$ cat src/ean8r_pkg.sv
`timescale 1ns / 1ps
// ----------------------------------------------------------------------------
// ean8r_pkg
// Shared types and constants for the EAN-8 raster generator.
// ----------------------------------------------------------------------------
package ean8r_pkg;

	localparam int MAX_DIM    = 4096;
	localparam int BAR_HEIGHT = 100;
	localparam int DIM_W      = $clog2(MAX_DIM);	// row / column counter width
	localparam int MODULES    = 67;
	localparam int MOD_W      = 7;			// module index, 0..67
	localparam int OFF_W      = 14;			// signed column offset from the symbol start
	localparam int EXT_W      = 13;			// symbol extent in pixels, up to 67 * 63
	localparam int REG_W      = 32;
	localparam int IDX_W      = 2;

	// Register indexes on the configuration port.
	localparam logic [IDX_W-1:0] REG_CODE_DIGITS   = 2'd0;
	localparam logic [IDX_W-1:0] REG_IMAGE_WIDTH   = 2'd1;
	localparam logic [IDX_W-1:0] REG_IMAGE_HEIGHT  = 2'd2;
	localparam logic [IDX_W-1:0] REG_BAR_THICKNESS = 2'd3;

	// L-code of each digit, leftmost module in bit 6. R-code is the complement.
	localparam logic [6:0] LCODE [16] = '{
		7'h0D, 7'h19, 7'h13, 7'h3D, 7'h23, 7'h31, 7'h2F, 7'h3B,
		7'h37, 7'h0B, 7'h00, 7'h00, 7'h00, 7'h00, 7'h00, 7'h00
	};

	// Geometry sequencer run after reset and after every register write.
	typedef enum logic [2:0] {
		ST_GEOM,	// clamp sizes, symbol extent, code check
		ST_LEFT,	// left margin
		ST_START,	// load row-start offset into divider
		ST_DIV,		// one quotient bit per cycle
		ST_POS,		// load current column offset into divider
		ST_RUN		// pixels flow
	} state_t;

endpackage

$ cat src/ean8_barcode_raster.sv
`timescale 1ns / 1ps
// ----------------------------------------------------------------------------
// ean8_barcode_raster
// EAN-8 barcode image generator, one pixel per accepted word with advance set, raster order.
// ----------------------------------------------------------------------------
// Each pixel word is registered, in the output register or the skid entry.
// Throughput: one word per cycle while s_tready is high; a two-entry output buffer
// keeps s_tready up while one result waits on m_tready.
// Reset (arst_n low, async) loads the register defaults and zeroes the raster
// position; after reset and after each register write the geometry sequencer
// holds s_tready low over the left margin and one or two 7-step divisions.
// ----------------------------------------------------------------------------
module ean8_barcode_raster (
	input  logic                        clk,
	input  logic                        arst_n,
	// configuration write port
	input  logic                        cfg_we,
	input  logic [ean8r_pkg::IDX_W-1:0] cfg_index,
	input  logic [ean8r_pkg::REG_W-1:0] cfg_data,
	// input stream
	input  logic                        s_tvalid,
	output logic                        s_tready,
	input  logic [7:0]                  s_tdata,	// [0] advance, [7:1] zero
	// output stream
	output logic                        m_tvalid,
	input  logic                        m_tready,
	output logic [7:0]                  m_tdata,	// [0] pixel_black, [1] row_end,
							// [2] code_valid, [7:3] zero
	output logic                        m_tlast		// image_end
);

	localparam int DIM_W = ean8r_pkg::DIM_W;
	localparam int MOD_W = ean8r_pkg::MOD_W;
	localparam int OFF_W = ean8r_pkg::OFF_W;
	localparam int EXT_W = ean8r_pkg::EXT_W;
	localparam logic [MOD_W-1:0] MOD_OUT = MOD_W'(ean8r_pkg::MODULES);
	localparam logic [12:0] MAXD = 13'(ean8r_pkg::MAX_DIM);
	localparam logic [12:0] BARH = 13'(ean8r_pkg::BAR_HEIGHT);

	// ---------------- configuration registers ----------------
	logic [31:0] code_digits_q;
	logic [12:0] image_width_q;
	logic [12:0] image_height_q;
	logic [5:0]  bar_thickness_q;

	always_ff @(posedge clk or negedge arst_n) begin
		if (!arst_n) begin
			code_digits_q   <= '0;
			image_width_q   <= 13'd200;
			image_height_q  <= 13'd100;
			bar_thickness_q <= 6'd1;
		end else if (cfg_we) begin
			unique case (cfg_index)
				ean8r_pkg::REG_CODE_DIGITS:   code_digits_q   <= cfg_data;
				ean8r_pkg::REG_IMAGE_WIDTH:   image_width_q   <= cfg_data[12:0];
				ean8r_pkg::REG_IMAGE_HEIGHT:  image_height_q  <= cfg_data[12:0];
				ean8r_pkg::REG_BAR_THICKNESS: bar_thickness_q <= cfg_data[5:0];
				default: ;
			endcase
		end
	end

	// ---------------- code check and module pattern ----------------
	// Digit i sits in nibble 7-i (first digit in the top nibble).
	function automatic logic [3:0] digit(input logic [31:0] d, input int i);
		digit = d[31-4*i -: 4];
	endfunction

	// Valid when every nibble is 0..9 and the check digit matches the 3/1 sum.
	function automatic logic code_check(input logic [31:0] d);
		logic        numeric;
		logic [7:0]  sum;
		logic [15:0] prod;
		logic [3:0]  q10;
		logic [7:0]  rem;
		logic [3:0]  want;
		numeric = 1'b1;
		for (int i = 0; i < 8; i++) begin
			if (digit(d, i) > 4'd9) numeric = 1'b0;
		end
		sum = 8'd3 * (8'(digit(d, 0)) + 8'(digit(d, 2)) + 8'(digit(d, 4))
			+ 8'(digit(d, 6)))
			+ 8'(digit(d, 1)) + 8'(digit(d, 3)) + 8'(digit(d, 5));
		// sum <= 135: sum / 10 == (sum * 205) >> 11
		prod = 16'(sum) * 16'd205;
		q10  = prod[14:11];
		rem  = sum - 8'(q10) * 8'd10;
		want = (rem == 8'd0) ? 4'd0 : 4'(8'd10 - rem);
		code_check = numeric && (digit(d, 7) == want);
	endfunction

	// Bar value per module, module 0 in bit 0; bit 67 (outside) is white.
	function automatic logic [MOD_W+60:0] build_pattern(input logic [31:0] d);
		logic [MOD_W+60:0] p;
		logic [6:0]        code;
		p = '0;
		p[0] = 1'b1; p[1] = 1'b0; p[2] = 1'b1;
		for (int k = 0; k < 4; k++) begin
			code = ean8r_pkg::LCODE[digit(d, k)];
			for (int j = 0; j < 7; j++) p[3 + 7*k + j] = code[6-j];
		end
		for (int j = 0; j < 5; j++) p[31 + j] = (j % 2 == 1);
		for (int k = 0; k < 4; k++) begin
			code = ~ean8r_pkg::LCODE[digit(d, 4 + k)];
			for (int j = 0; j < 7; j++) p[36 + 7*k + j] = code[6-j];
		end
		p[64] = 1'b1; p[65] = 1'b0; p[66] = 1'b1;
		build_pattern = p;
	endfunction

	// ---------------- geometry sequencer ----------------
	ean8r_pkg::state_t state_q, state_d;

	logic             valid_q;		// code passes the check
	logic [67:0]      pattern_q;
	logic [12:0]      w_q;			// clamped width, 1..4096
	logic [DIM_W-1:0] w_last_q;		// last column
	logic [DIM_W-1:0] h_last_q;		// last row
	logic [DIM_W-1:0] top_q;		// first bar row
	logic [DIM_W-1:0] top_end_q;		// first row below the bars
	logic [5:0]       t_q;			// clamped thickness, 1..63
	logic [EXT_W-1:0] ext_q;		// symbol width in pixels
	logic signed [OFF_W-1:0] left_q;	// left margin, may be negative

	// Divider: quotient < 67 and dividend < 67 * t, so 7 restoring steps.
	logic [EXT_W-1:0] rem_q;
	logic [MOD_W-1:0] quo_q;
	logic [2:0]       step_q;
	logic             second_q;		// 0: row-start offset, 1: current column

	logic [MOD_W-1:0] start_m_q;		// module at column 0
	logic [5:0]       start_ph_q;		// phase at column 0

	// Raster position and module tracking for the next pixel.
	logic [DIM_W-1:0]        col_q;
	logic [DIM_W-1:0]        row_q;
	logic signed [OFF_W-1:0] off_q;		// col - left
	logic [MOD_W-1:0]        m_q;		// module_index, 67 past the symbol
	logic [5:0]              ph_q;		// thickness_phase

	// Clamps for ST_GEOM.
	logic [12:0] w_c, h_c;
	logic [5:0]  t_c;
	logic [12:0] top_c;

	always_comb begin
		if (image_width_q == 13'd0)   w_c = 13'd1;
		else if (image_width_q > MAXD) w_c = MAXD;
		else                           w_c = image_width_q;
		if (image_height_q < BARH)      h_c = BARH;
		else if (image_height_q > MAXD) h_c = MAXD;
		else                            h_c = image_height_q;
		t_c   = (bar_thickness_q == 6'd0) ? 6'd1 : bar_thickness_q;
		top_c = (h_c - BARH) >> 1;
	end

	// Left margin: (w - extent) / 2 truncated toward zero.
	logic signed [OFF_W-1:0] diff_c, left_c, neg_left_c, pos_off_c;

	always_comb begin
		diff_c     = $signed({1'b0, w_q}) - $signed({1'b0, ext_q});
		left_c     = $signed(diff_c + OFF_W'(diff_c[OFF_W-1])) >>> 1;
		neg_left_c = -left_q;
		pos_off_c  = $signed({2'b00, col_q}) - left_q;
	end

	// One restoring division step.
	logic [EXT_W-1:0] trial_c, rem_c;
	logic [MOD_W-1:0] quo_c;
	logic             ge_c;

	always_comb begin
		trial_c = EXT_W'(t_q) << step_q;
		ge_c    = rem_q >= trial_c;
		rem_c   = ge_c ? rem_q - trial_c : rem_q;
		quo_c   = quo_q | (MOD_W'(ge_c) << step_q);
	end

	logic pos_neg_c, pos_past_c;
	assign pos_neg_c  = pos_off_c[OFF_W-1];
	assign pos_past_c = !pos_neg_c && (pos_off_c >= $signed({1'b0, ext_q}));

	// Next state.
	always_comb begin
		state_d = state_q;
		unique case (state_q)
			ean8r_pkg::ST_GEOM:  state_d = ean8r_pkg::ST_LEFT;
			ean8r_pkg::ST_LEFT:  state_d = ean8r_pkg::ST_START;
			ean8r_pkg::ST_START: state_d = ean8r_pkg::ST_DIV;
			ean8r_pkg::ST_DIV: begin
				if (step_q == 3'd0)
					state_d = second_q ? ean8r_pkg::ST_RUN : ean8r_pkg::ST_POS;
			end
			ean8r_pkg::ST_POS: begin
				state_d = (pos_neg_c || pos_past_c) ? ean8r_pkg::ST_RUN
					: ean8r_pkg::ST_DIV;
			end
			ean8r_pkg::ST_RUN:   state_d = ean8r_pkg::ST_RUN;
			default:             state_d = ean8r_pkg::ST_GEOM;
		endcase
		// any register write restarts the geometry
		if (cfg_we) state_d = ean8r_pkg::ST_GEOM;
	end

	// ---------------- pixel stage ----------------
	logic skid_valid_q;
	logic accept, push;

	// Outputs of the sequencer.
	always_comb begin
		s_tready = (state_q == ean8r_pkg::ST_RUN) && !skid_valid_q;
	end

	assign accept = s_tvalid && s_tready;
	assign push   = accept && s_tdata[0];

	logic inside_c, band_c, black_c, last_col_c, last_row_c;
	logic [2:0] word_c;	// {image_end, row_end, pixel_black} plus valid below

	always_comb begin
		inside_c   = !off_q[OFF_W-1] && (m_q < MOD_OUT);
		band_c     = (row_q >= top_q) && (row_q < top_end_q);
		black_c    = valid_q && inside_c && band_c && pattern_q[m_q];
		last_col_c = col_q >= w_last_q;
		last_row_c = row_q >= h_last_q;
		word_c     = {last_col_c && last_row_c, last_col_c, black_c};
	end

	always_ff @(posedge clk or negedge arst_n) begin
		if (!arst_n) begin
			state_q <= ean8r_pkg::ST_GEOM;
			col_q   <= '0;
			row_q   <= '0;
		end else begin
			state_q <= state_d;
			if (push) begin
				if (last_col_c) begin
					col_q <= '0;
					row_q <= last_row_c ? '0 : row_q + 1'b1;
				end else begin
					col_q <= col_q + 1'b1;
				end
			end
		end
	end

	// Geometry, divider and module tracking (no reset needed: rebuilt by the
	// sequencer before s_tready rises).
	always_ff @(posedge clk) begin
		unique case (state_q)
			ean8r_pkg::ST_GEOM: begin
				valid_q   <= code_check(code_digits_q);
				pattern_q <= build_pattern(code_digits_q);
				w_q       <= w_c;
				w_last_q  <= DIM_W'(w_c - 13'd1);
				h_last_q  <= DIM_W'(h_c - 13'd1);
				top_q     <= DIM_W'(top_c);
				top_end_q <= DIM_W'(top_c + BARH);
				t_q       <= t_c;
				ext_q     <= EXT_W'(t_c) * EXT_W'(ean8r_pkg::MODULES);
			end
			ean8r_pkg::ST_LEFT: begin
				left_q <= left_c;
			end
			ean8r_pkg::ST_START: begin
				rem_q    <= neg_left_c[OFF_W-1] ? '0 : neg_left_c[EXT_W-1:0];
				quo_q    <= '0;
				step_q   <= 3'(MOD_W - 1);
				second_q <= 1'b0;
			end
			ean8r_pkg::ST_DIV: begin
				rem_q  <= rem_c;
				quo_q  <= quo_c;
				step_q <= step_q - 3'd1;
				if (step_q == 3'd0) begin
					if (second_q) begin
						m_q  <= quo_c;
						ph_q <= rem_c[5:0];
					end else begin
						start_m_q  <= quo_c;
						start_ph_q <= rem_c[5:0];
					end
				end
			end
			ean8r_pkg::ST_POS: begin
				off_q    <= pos_off_c;
				rem_q    <= pos_off_c[EXT_W-1:0];
				quo_q    <= '0;
				step_q   <= 3'(MOD_W - 1);
				second_q <= 1'b1;
				if (pos_neg_c) begin
					m_q  <= '0;
					ph_q <= '0;
				end else if (pos_past_c) begin
					m_q  <= MOD_OUT;
					ph_q <= '0;
				end
			end
			ean8r_pkg::ST_RUN: begin
				if (push) begin
					if (last_col_c) begin
						off_q <= neg_left_c;
						m_q   <= start_m_q;
						ph_q  <= start_ph_q;
					end else begin
						off_q <= off_q + 1'b1;
						// step through the modules once the symbol has begun
						if (inside_c) begin
							if (ph_q == t_q - 6'd1) begin
								ph_q <= '0;
								m_q  <= m_q + 1'b1;
							end else begin
								ph_q <= ph_q + 6'd1;
							end
						end
					end
				end
			end
			default: ;
		endcase
	end

	// ---------------- output register with skid entry ----------------
	logic [3:0] main_q, skid_q;	// {image_end, code_valid, row_end, pixel_black}
	logic       main_valid_q;
	logic       pop;

	assign pop = main_valid_q && m_tready;

	always_ff @(posedge clk or negedge arst_n) begin
		if (!arst_n) begin
			main_valid_q <= 1'b0;
			skid_valid_q <= 1'b0;
		end else if (skid_valid_q) begin
			if (pop) skid_valid_q <= 1'b0;
		end else if (push) begin
			if (main_valid_q && !pop) skid_valid_q <= 1'b1;
			else                      main_valid_q <= 1'b1;
		end else if (pop) begin
			main_valid_q <= 1'b0;
		end
	end

	always_ff @(posedge clk) begin
		if (skid_valid_q) begin
			if (pop) main_q <= skid_q;
		end else if (push) begin
			if (main_valid_q && !pop)
				skid_q <= {word_c[2], valid_q, word_c[1:0]};
			else
				main_q <= {word_c[2], valid_q, word_c[1:0]};
		end
	end

	assign m_tvalid = main_valid_q;
	assign m_tdata  = {5'b00000, main_q[2:0]};
	assign m_tlast  = main_q[3];

endmodule
$ cat config.mk
export PLATFORM = sky130hd
export DESIGN_NAME = ean8_barcode_raster
export DESIGN_NICKNAME = d
export VERILOG_FILES = /design/src/ean8r_pkg.sv /design/src/ean8_barcode_raster.sv
export SDC_FILE = /design/constraint.sdc
export NUM_CORES = 1
export LEC_CHECK = 0
export BUFFER_PORTS_ARGS = -buffer_cell sky130_fd_sc_hd__buf_4
export CORE_AREA = 2 2 236 238
export CTS_CLUSTER_DIAMETER = 30
export DETAILED_ROUTE_END_ITERATION = 7
export DIE_AREA = 0 0 238 240
export PLACE_DENSITY_LB_ADDON = 0.1
export SYNTH_ARGS = -nofsm -noshare
export SYNTH_HDL_FRONTEND = slang
export SYNTH_SLANG_ARGS = --single-unit
$ cat constraint.sdc
create_clock -name clk -period 15.6 [get_ports clk]
set_clock_uncertainty 0.05 [all_clocks]
set_input_delay 3.12 -clock clk [delete_from_list [all_inputs] [get_ports clk]]
set_output_delay 3.12 -clock clk [all_outputs]
set_load 0.005 [all_outputs]
---- Yosys cells after proc, flatten, opt, wreduce, memory -nomap -nowiden ----
Memories as Yosys holds them, arrays and structs flattened. A register that Yosys moved wholly into a read port is not among the register bits.
Index checks and enable logic that the tools add are counted.
operators by class
  add/sub/neg operators ................... 24
  $mul .................................... 4
  $lt $le $gt $ge ......................... 27
  eq/ne operators ......................... 21
  shifts and indexed selects .............. 2
  muxes and demuxes ....................... 78
  bitwise logic cells ..................... 15
  reductions and logical operators ........ 45
operators by type and width
  operator               count
  $mux 7                 24
  $mux 13                6
  $mux 6                 9
  $ge 5x5->1 const B     8
  $not 4->5              8
  $pmux 13 s3            1
  $ge 12x12->1           3
  $gt 4x4->1 const B     8
  $mux 14                2
  $not 7->7              4
  $pmux 14 s2            1
  $sub 13x13->14         2
  $gt 13x13->1 const B   2
  $add 12x1->12 const B  2
  $add 8x4->8            3
  $mux 12                2
  $sub 12x1->12 const B  2
  $pmux 7 s3             1
  $mux 4                 5
  $mux 1                 18
  $pmux 3 s6             1
  $pmux 6 s3             1
  $mul 8x8->15 const B   1
  $add 14x1->14          1
  58 further kinds       101
word-level totals
  register bits ........................... 315
  ROM bits ................................ 896
  bits of input ports ..................... 47
  word-level logic and storage cells ...... 255
  memories kept ........................... 8
memory list
  memory            depth  width  read ports  clocked after memory_dff  wr ports  line                        text
  (name not given)  16     7      1           0                         0         ean8_barcode_raster.sv:104  code = ~ean8r_pkg::LCODE[digit(d, 4 + k)];
  (name not given)  16     7      1           0                         0         ean8_barcode_raster.sv:104
  (name not given)  16     7      1           0                         0         ean8_barcode_raster.sv:104
  (name not given)  16     7      1           0                         0         ean8_barcode_raster.sv:104
  (name not given)  16     7      1           1                         0         ean8_barcode_raster.sv:99   code = ean8r_pkg::LCODE[digit(d, k)];
  (name not given)  16     7      1           1                         0         ean8_barcode_raster.sv:99
  2 more memories   --     --     --          --                        --        --

---- Depth between registers and ports, before layout ----
  depth after elaboration ................. 14
  gate-level depth with buffers ........... 48

---- Least setup slack after synthesis ----
OpenSTA, ideal clock, no wires.
  path kind ............................... reg2reg
  start ................................... register code_digits_q[5]
  end ..................................... register valid_q (data pin)
  arrival ................................. 10.795 ns
  data required time ...................... 15.292 ns
  setup slack ............................. 4.497 ns
  stages on the path, launching flop included .. 47
  path buffers ............................ 0
  clock period less this slack ............ 11.103 ns
  cells stage by stage .................... dfrtp_1 -> fa_1 -> inv_1 -> fa_1 -> inv_1 -> ha_1 -> fa_1 -> inv_1 -> fa_1 -> inv_1 -> fa_1 -> inv_1 -> fa_1 -> inv_1 -> ha_1 -> a21o_1 -> a21oi_1 -> nor2b_1 -> [... 11 more ...] -> o21ai_0 -> o211ai_1 -> nand3b_1 -> a21oi_1 -> xnor2_1 -> ha_1 -> ha_1 -> fa_1 -> inv_1 -> ha_1 -> inv_1 -> o21ai_0 -> a21o_1 -> xor2_1 -> xnor2_1 -> nor4_2 -> nor2_1 -> o221a_2
between the ends
  cells in the longest elaborated chain, start to end .. 12
  elaborated cells on any way between the ends .. 17
  classes of those cells .................. add/sub: 6; mul: 3; order compare: 1; eq/ne: 1; mux: 4; reduce/logical: 2
ends and longest elaborated chain
  element                                                line                        text
  start, declared                                        ean8_barcode_raster.sv:41   logic [31:0] code_digits_q;
  start signal, assigned                                 ean8_barcode_raster.sv:54   ean8r_pkg::REG_CODE_DIGITS: code_digits_q <= cfg_data;
  $add 6x4->7                                            ean8_barcode_raster.sv:82   + 8'(digit(d, 6)))
  $mul 2x7->8                                            ean8_barcode_raster.sv:81   sum = 8'd3 * (8'(digit(d, 0)) + 8'(digit(d, 2)) + 8'(digit(d, 4))
  $add 8x4->8 (3 in series)                              ean8_barcode_raster.sv:83   + 8'(digit(d, 1)) + 8'(digit(d, 3)) + 8'(digit(d, 5));
  $mul 8x8->15                                           ean8_barcode_raster.sv:85   prod = 16'(sum) * 16'd205;
  $mul 4x3->7                                            ean8_barcode_raster.sv:87   rem = sum - 8'(q10) * 8'd10;
  $sub 8x8->8                                            ean8_barcode_raster.sv:87
  $sub 4x4->4 / $logic_not 8->1 (equally long branches)  ean8_barcode_raster.sv:88   want = (rem == 8'd0) ? 4'd0 : 4'(8'd10 - rem);
  $mux 4                                                 ean8_barcode_raster.sv:88
  $eq 4x4->1                                             ean8_barcode_raster.sv:89   code_check = numeric && (digit(d, 7) == want);
  $logic_and 1x1->1 (*)                                  ean8_barcode_raster.sv:89
  end signal, assigned                                   ean8_barcode_raster.sv:252  valid_q <= code_check(code_digits_q);
  end, declared                                          ean8_barcode_raster.sv:114  logic valid_q;
Mark *: on every way between the ends. The rest lies on a longest branch, timed or not. The select of a mux whose other input is x is not followed.
A chain may end at the register's enable or synchronous reset.

---- Worst setup path in the final report ----
Same ends and word-level chain as after synthesis.

==> impl_metrics.yaml <==
status:
  status: "complete, no violations"
job:
  drv_cap: 0
yosys:
  syn_area_um2: 21700
  syn_avg_cell_area_um2: 9.86
  synth_top_family_by_area: "adder cells"
  synth_mux_area_share_pct: 4.25
  synthSimpleGateAreaFrac_pct: 12.8
  synth-adder-area-share_pct: 17.7
  synth_top_area_share_pct: 29.3
  synth_cell_types: 86
  yosys.area_share.xor_xnor_pct: 5.66
  synth_edf_count: 211
  ys.flop_type: "edfxtp_1"
  ys_warn_count: 0
  synth_top_area_cell: "edfxtp_1"
  synth_compound_area_share_pct: 14.0
  synthCells: 2195
  synth_seq_area_share_pct: 40.1
  synth_seq_cells: 304
  synthArstFlopShare_pct: 30.6
  netlist_top_cells_area: "edfxtp_1, ha_1, dfrtp_1"
routing:
  wl_um: 52500
  drt_iter0_drc: 929
  first_pass_iters: 5
  postRouteAntennaNets: 0
  wire_per_inst_um: 17.3
  drc: 0
  vias: 15700
  drt-vias-per-instance: 5.17
clock_tree:
  cts.root.buffer_cell: "clkbuf_16"
  cts_tree: "built"
  clock_sinks: 304
  cts_buffer_depth: 3
  cts_buffers: 79
  worstSkewPairLatency_ns: 0.60
  htree_levels: 3
  cts_resized: 0
  cts-hold-fix-buffers: 0
  clkTransAtPathRegs_ns: 0.05
  postCtsSetupRepairBufs: 0
timing:
  relSlewSlack_pct: 31.9
  fin_crit_sh_pct: 77.6
  fin_tns_setup_ns: 0
  hold_viol: 0
  grt_setup_unrepaired: "false"
  max_freq_mhz: 82.6
  whs_ns: 0.488
  setup_violations: 0
  finalCriticalPeriod_ns: 12.10
  tightest_slew_ns: 1.02
  slew_viol_final: 0
worst_setup_path:
  cp-start-kind: "flip-flop"
  end_kind: "flip-flop"
  worst_ep_required_time_ns: 15.89
  cpPeakStageDelay_ns: 0.57
  crit_fanout: 7
  arrival_ns: 12.39
  cp_slowest_cell: "fa_1"
  worstSetupPathType: "flip-flop to flip-flop"
floorplan:
  initial_core_util_pct: 39.6
  die_h_um: 240
  dieArea_um2: 57100
  die_w_um: 238
  coreArea_um2: 54700
  ios: 58
  std_cell_rows: 86
layout:
  final_area_um2: 25500
  drive_gt1_share_pct: 11.9
  area_growth_pct: 17.8
  nNetsFinal: 2602
  final_common_cell: "ha_1"
  fin_cells: 3039
  final_cell_mix: "ha_1, inv_1, edfxtp_1"
global_route:
  grt.busiest_layer: "met2"
  grt_pass1_vias: 15700
  antenna_found_initial: 2
  use_met1_pct: 25.1
  grt_usage_pct: 18.9
  grt_max_degree: 79
  grt_pass1_wl_um: 84900
  grt_util_met3_pct: 3.19
  grt_overflow: 0
  use_met2_pct: 30.9
placement:
  dpl-instance-area_um2: 22700
  dpl.hpwl_um: 39600
  post-place-cells: 2892
  io_buffers: 45
  gp_congestion: 0.863
worst_hold_path:
  hp-class: "flip-flop to flip-flop"
registers in the layout, summed over array words and instances (netlist names), 7 cells and up:
register / cells
left_q: 13
w_q: 13
col_q: 12
row_q: 12
ext_q: 12
h_last_q: 12
start_m_q: 7
image_width_q: 13
top_end_q: 10
rem_q: 13
quo_q: 7
w_last_q: 12
image_height_q: 13
m_q: 7
code_digits_q: 32
off_q: 14
top_q: 12
pattern_q: 48
area by class of cell:
type	count	area, um^2
Antenna cell	1	2.50
Inverter	244	916
Timing Repair Buffer	59	443
Clock buffer	94	2120
Sequential cell	304	8670
Clock inverter	52	671
Fill cell	5114	29200
Tap cell	704	881
Multi-Input combinational cell	1581	11800
critical path, delay by kind of cell, from the launching register on:
family	cells	cell delay, ns
compound gates	10	1.90
flops	1	0.47
xor+xnor	4	0.95
buf+inv	10	0.59
fa+ha+maj	17	7.04
simple gates	5	0.84
final timing paths:
check                                              from                             to  slack [ns]  cells after the start
setup / recovery           code_digits_q[5]$_DFFE_PN0P_              valid_q$_DFFE_PN_        3.50                     46
hold / removal             image_width_q[0]$_DFFE_PN0P_   image_width_q[0]$_DFFE_PN0P_        0.49                      1
setup reg to reg           code_digits_q[5]$_DFFE_PN0P_              valid_q$_DFFE_PN_        3.50                     46
hold reg to reg            image_width_q[0]$_DFFE_PN0P_   image_width_q[0]$_DFFE_PN0P_        0.49                      1
max in group asynchronous                        arst_n  code_digits_q[12]$_DFFE_PN0P_       11.82                      2
min in group asynchronous                        arst_n           col_q[9]$_DFFE_PN0P_        2.40                      1
logic make-up after synthesis:
kind of cell    after synthesis
compound gates              497
xor+xnor                    139
fa+ha+maj                   286
buf+inv                     314
flops                       304
mux                          75
other cells                   1
simple gates                579
stage by stage:
stage               setup WS [ns]  utilization, %
CTS                          3.43            46.6
detailed placement           3.47            41.5
floorplan                    4.50               -
global route                 2.66            46.6
finish                       3.50            46.6
global placement             3.55            41.5
metal layers:
metal / up-vias / wire length [um]
met5: - / 9
met1: 7458 / 24800
met4: 2 / 1330
met3: 89 / 1860
li1: 7917 / -
met2: 258 / 24500
synth_stat cells (17+ instances only):
cell	count
a21o_1	39
a21oi_1	125
a31oi_1	20
and3_1	23
clkbuf_1	53
dfrtp_1	86
edfxtp_1	211
fa_1	34
ha_1	252
inv_1	241
mux2_2	46
mux2i_1	20
nand2_1	172
nand2b_1	22
nand3_1	42
nor2_1	166
nor2b_1	37
nor3_1	29
o21ai_0	179
o22ai_1	17
xnor2_1	77
xor2_1	61
Power is left out: the tool's default activity adds up to more than one toggle a clock period on the data nets, which glitch-free logic cannot reach.
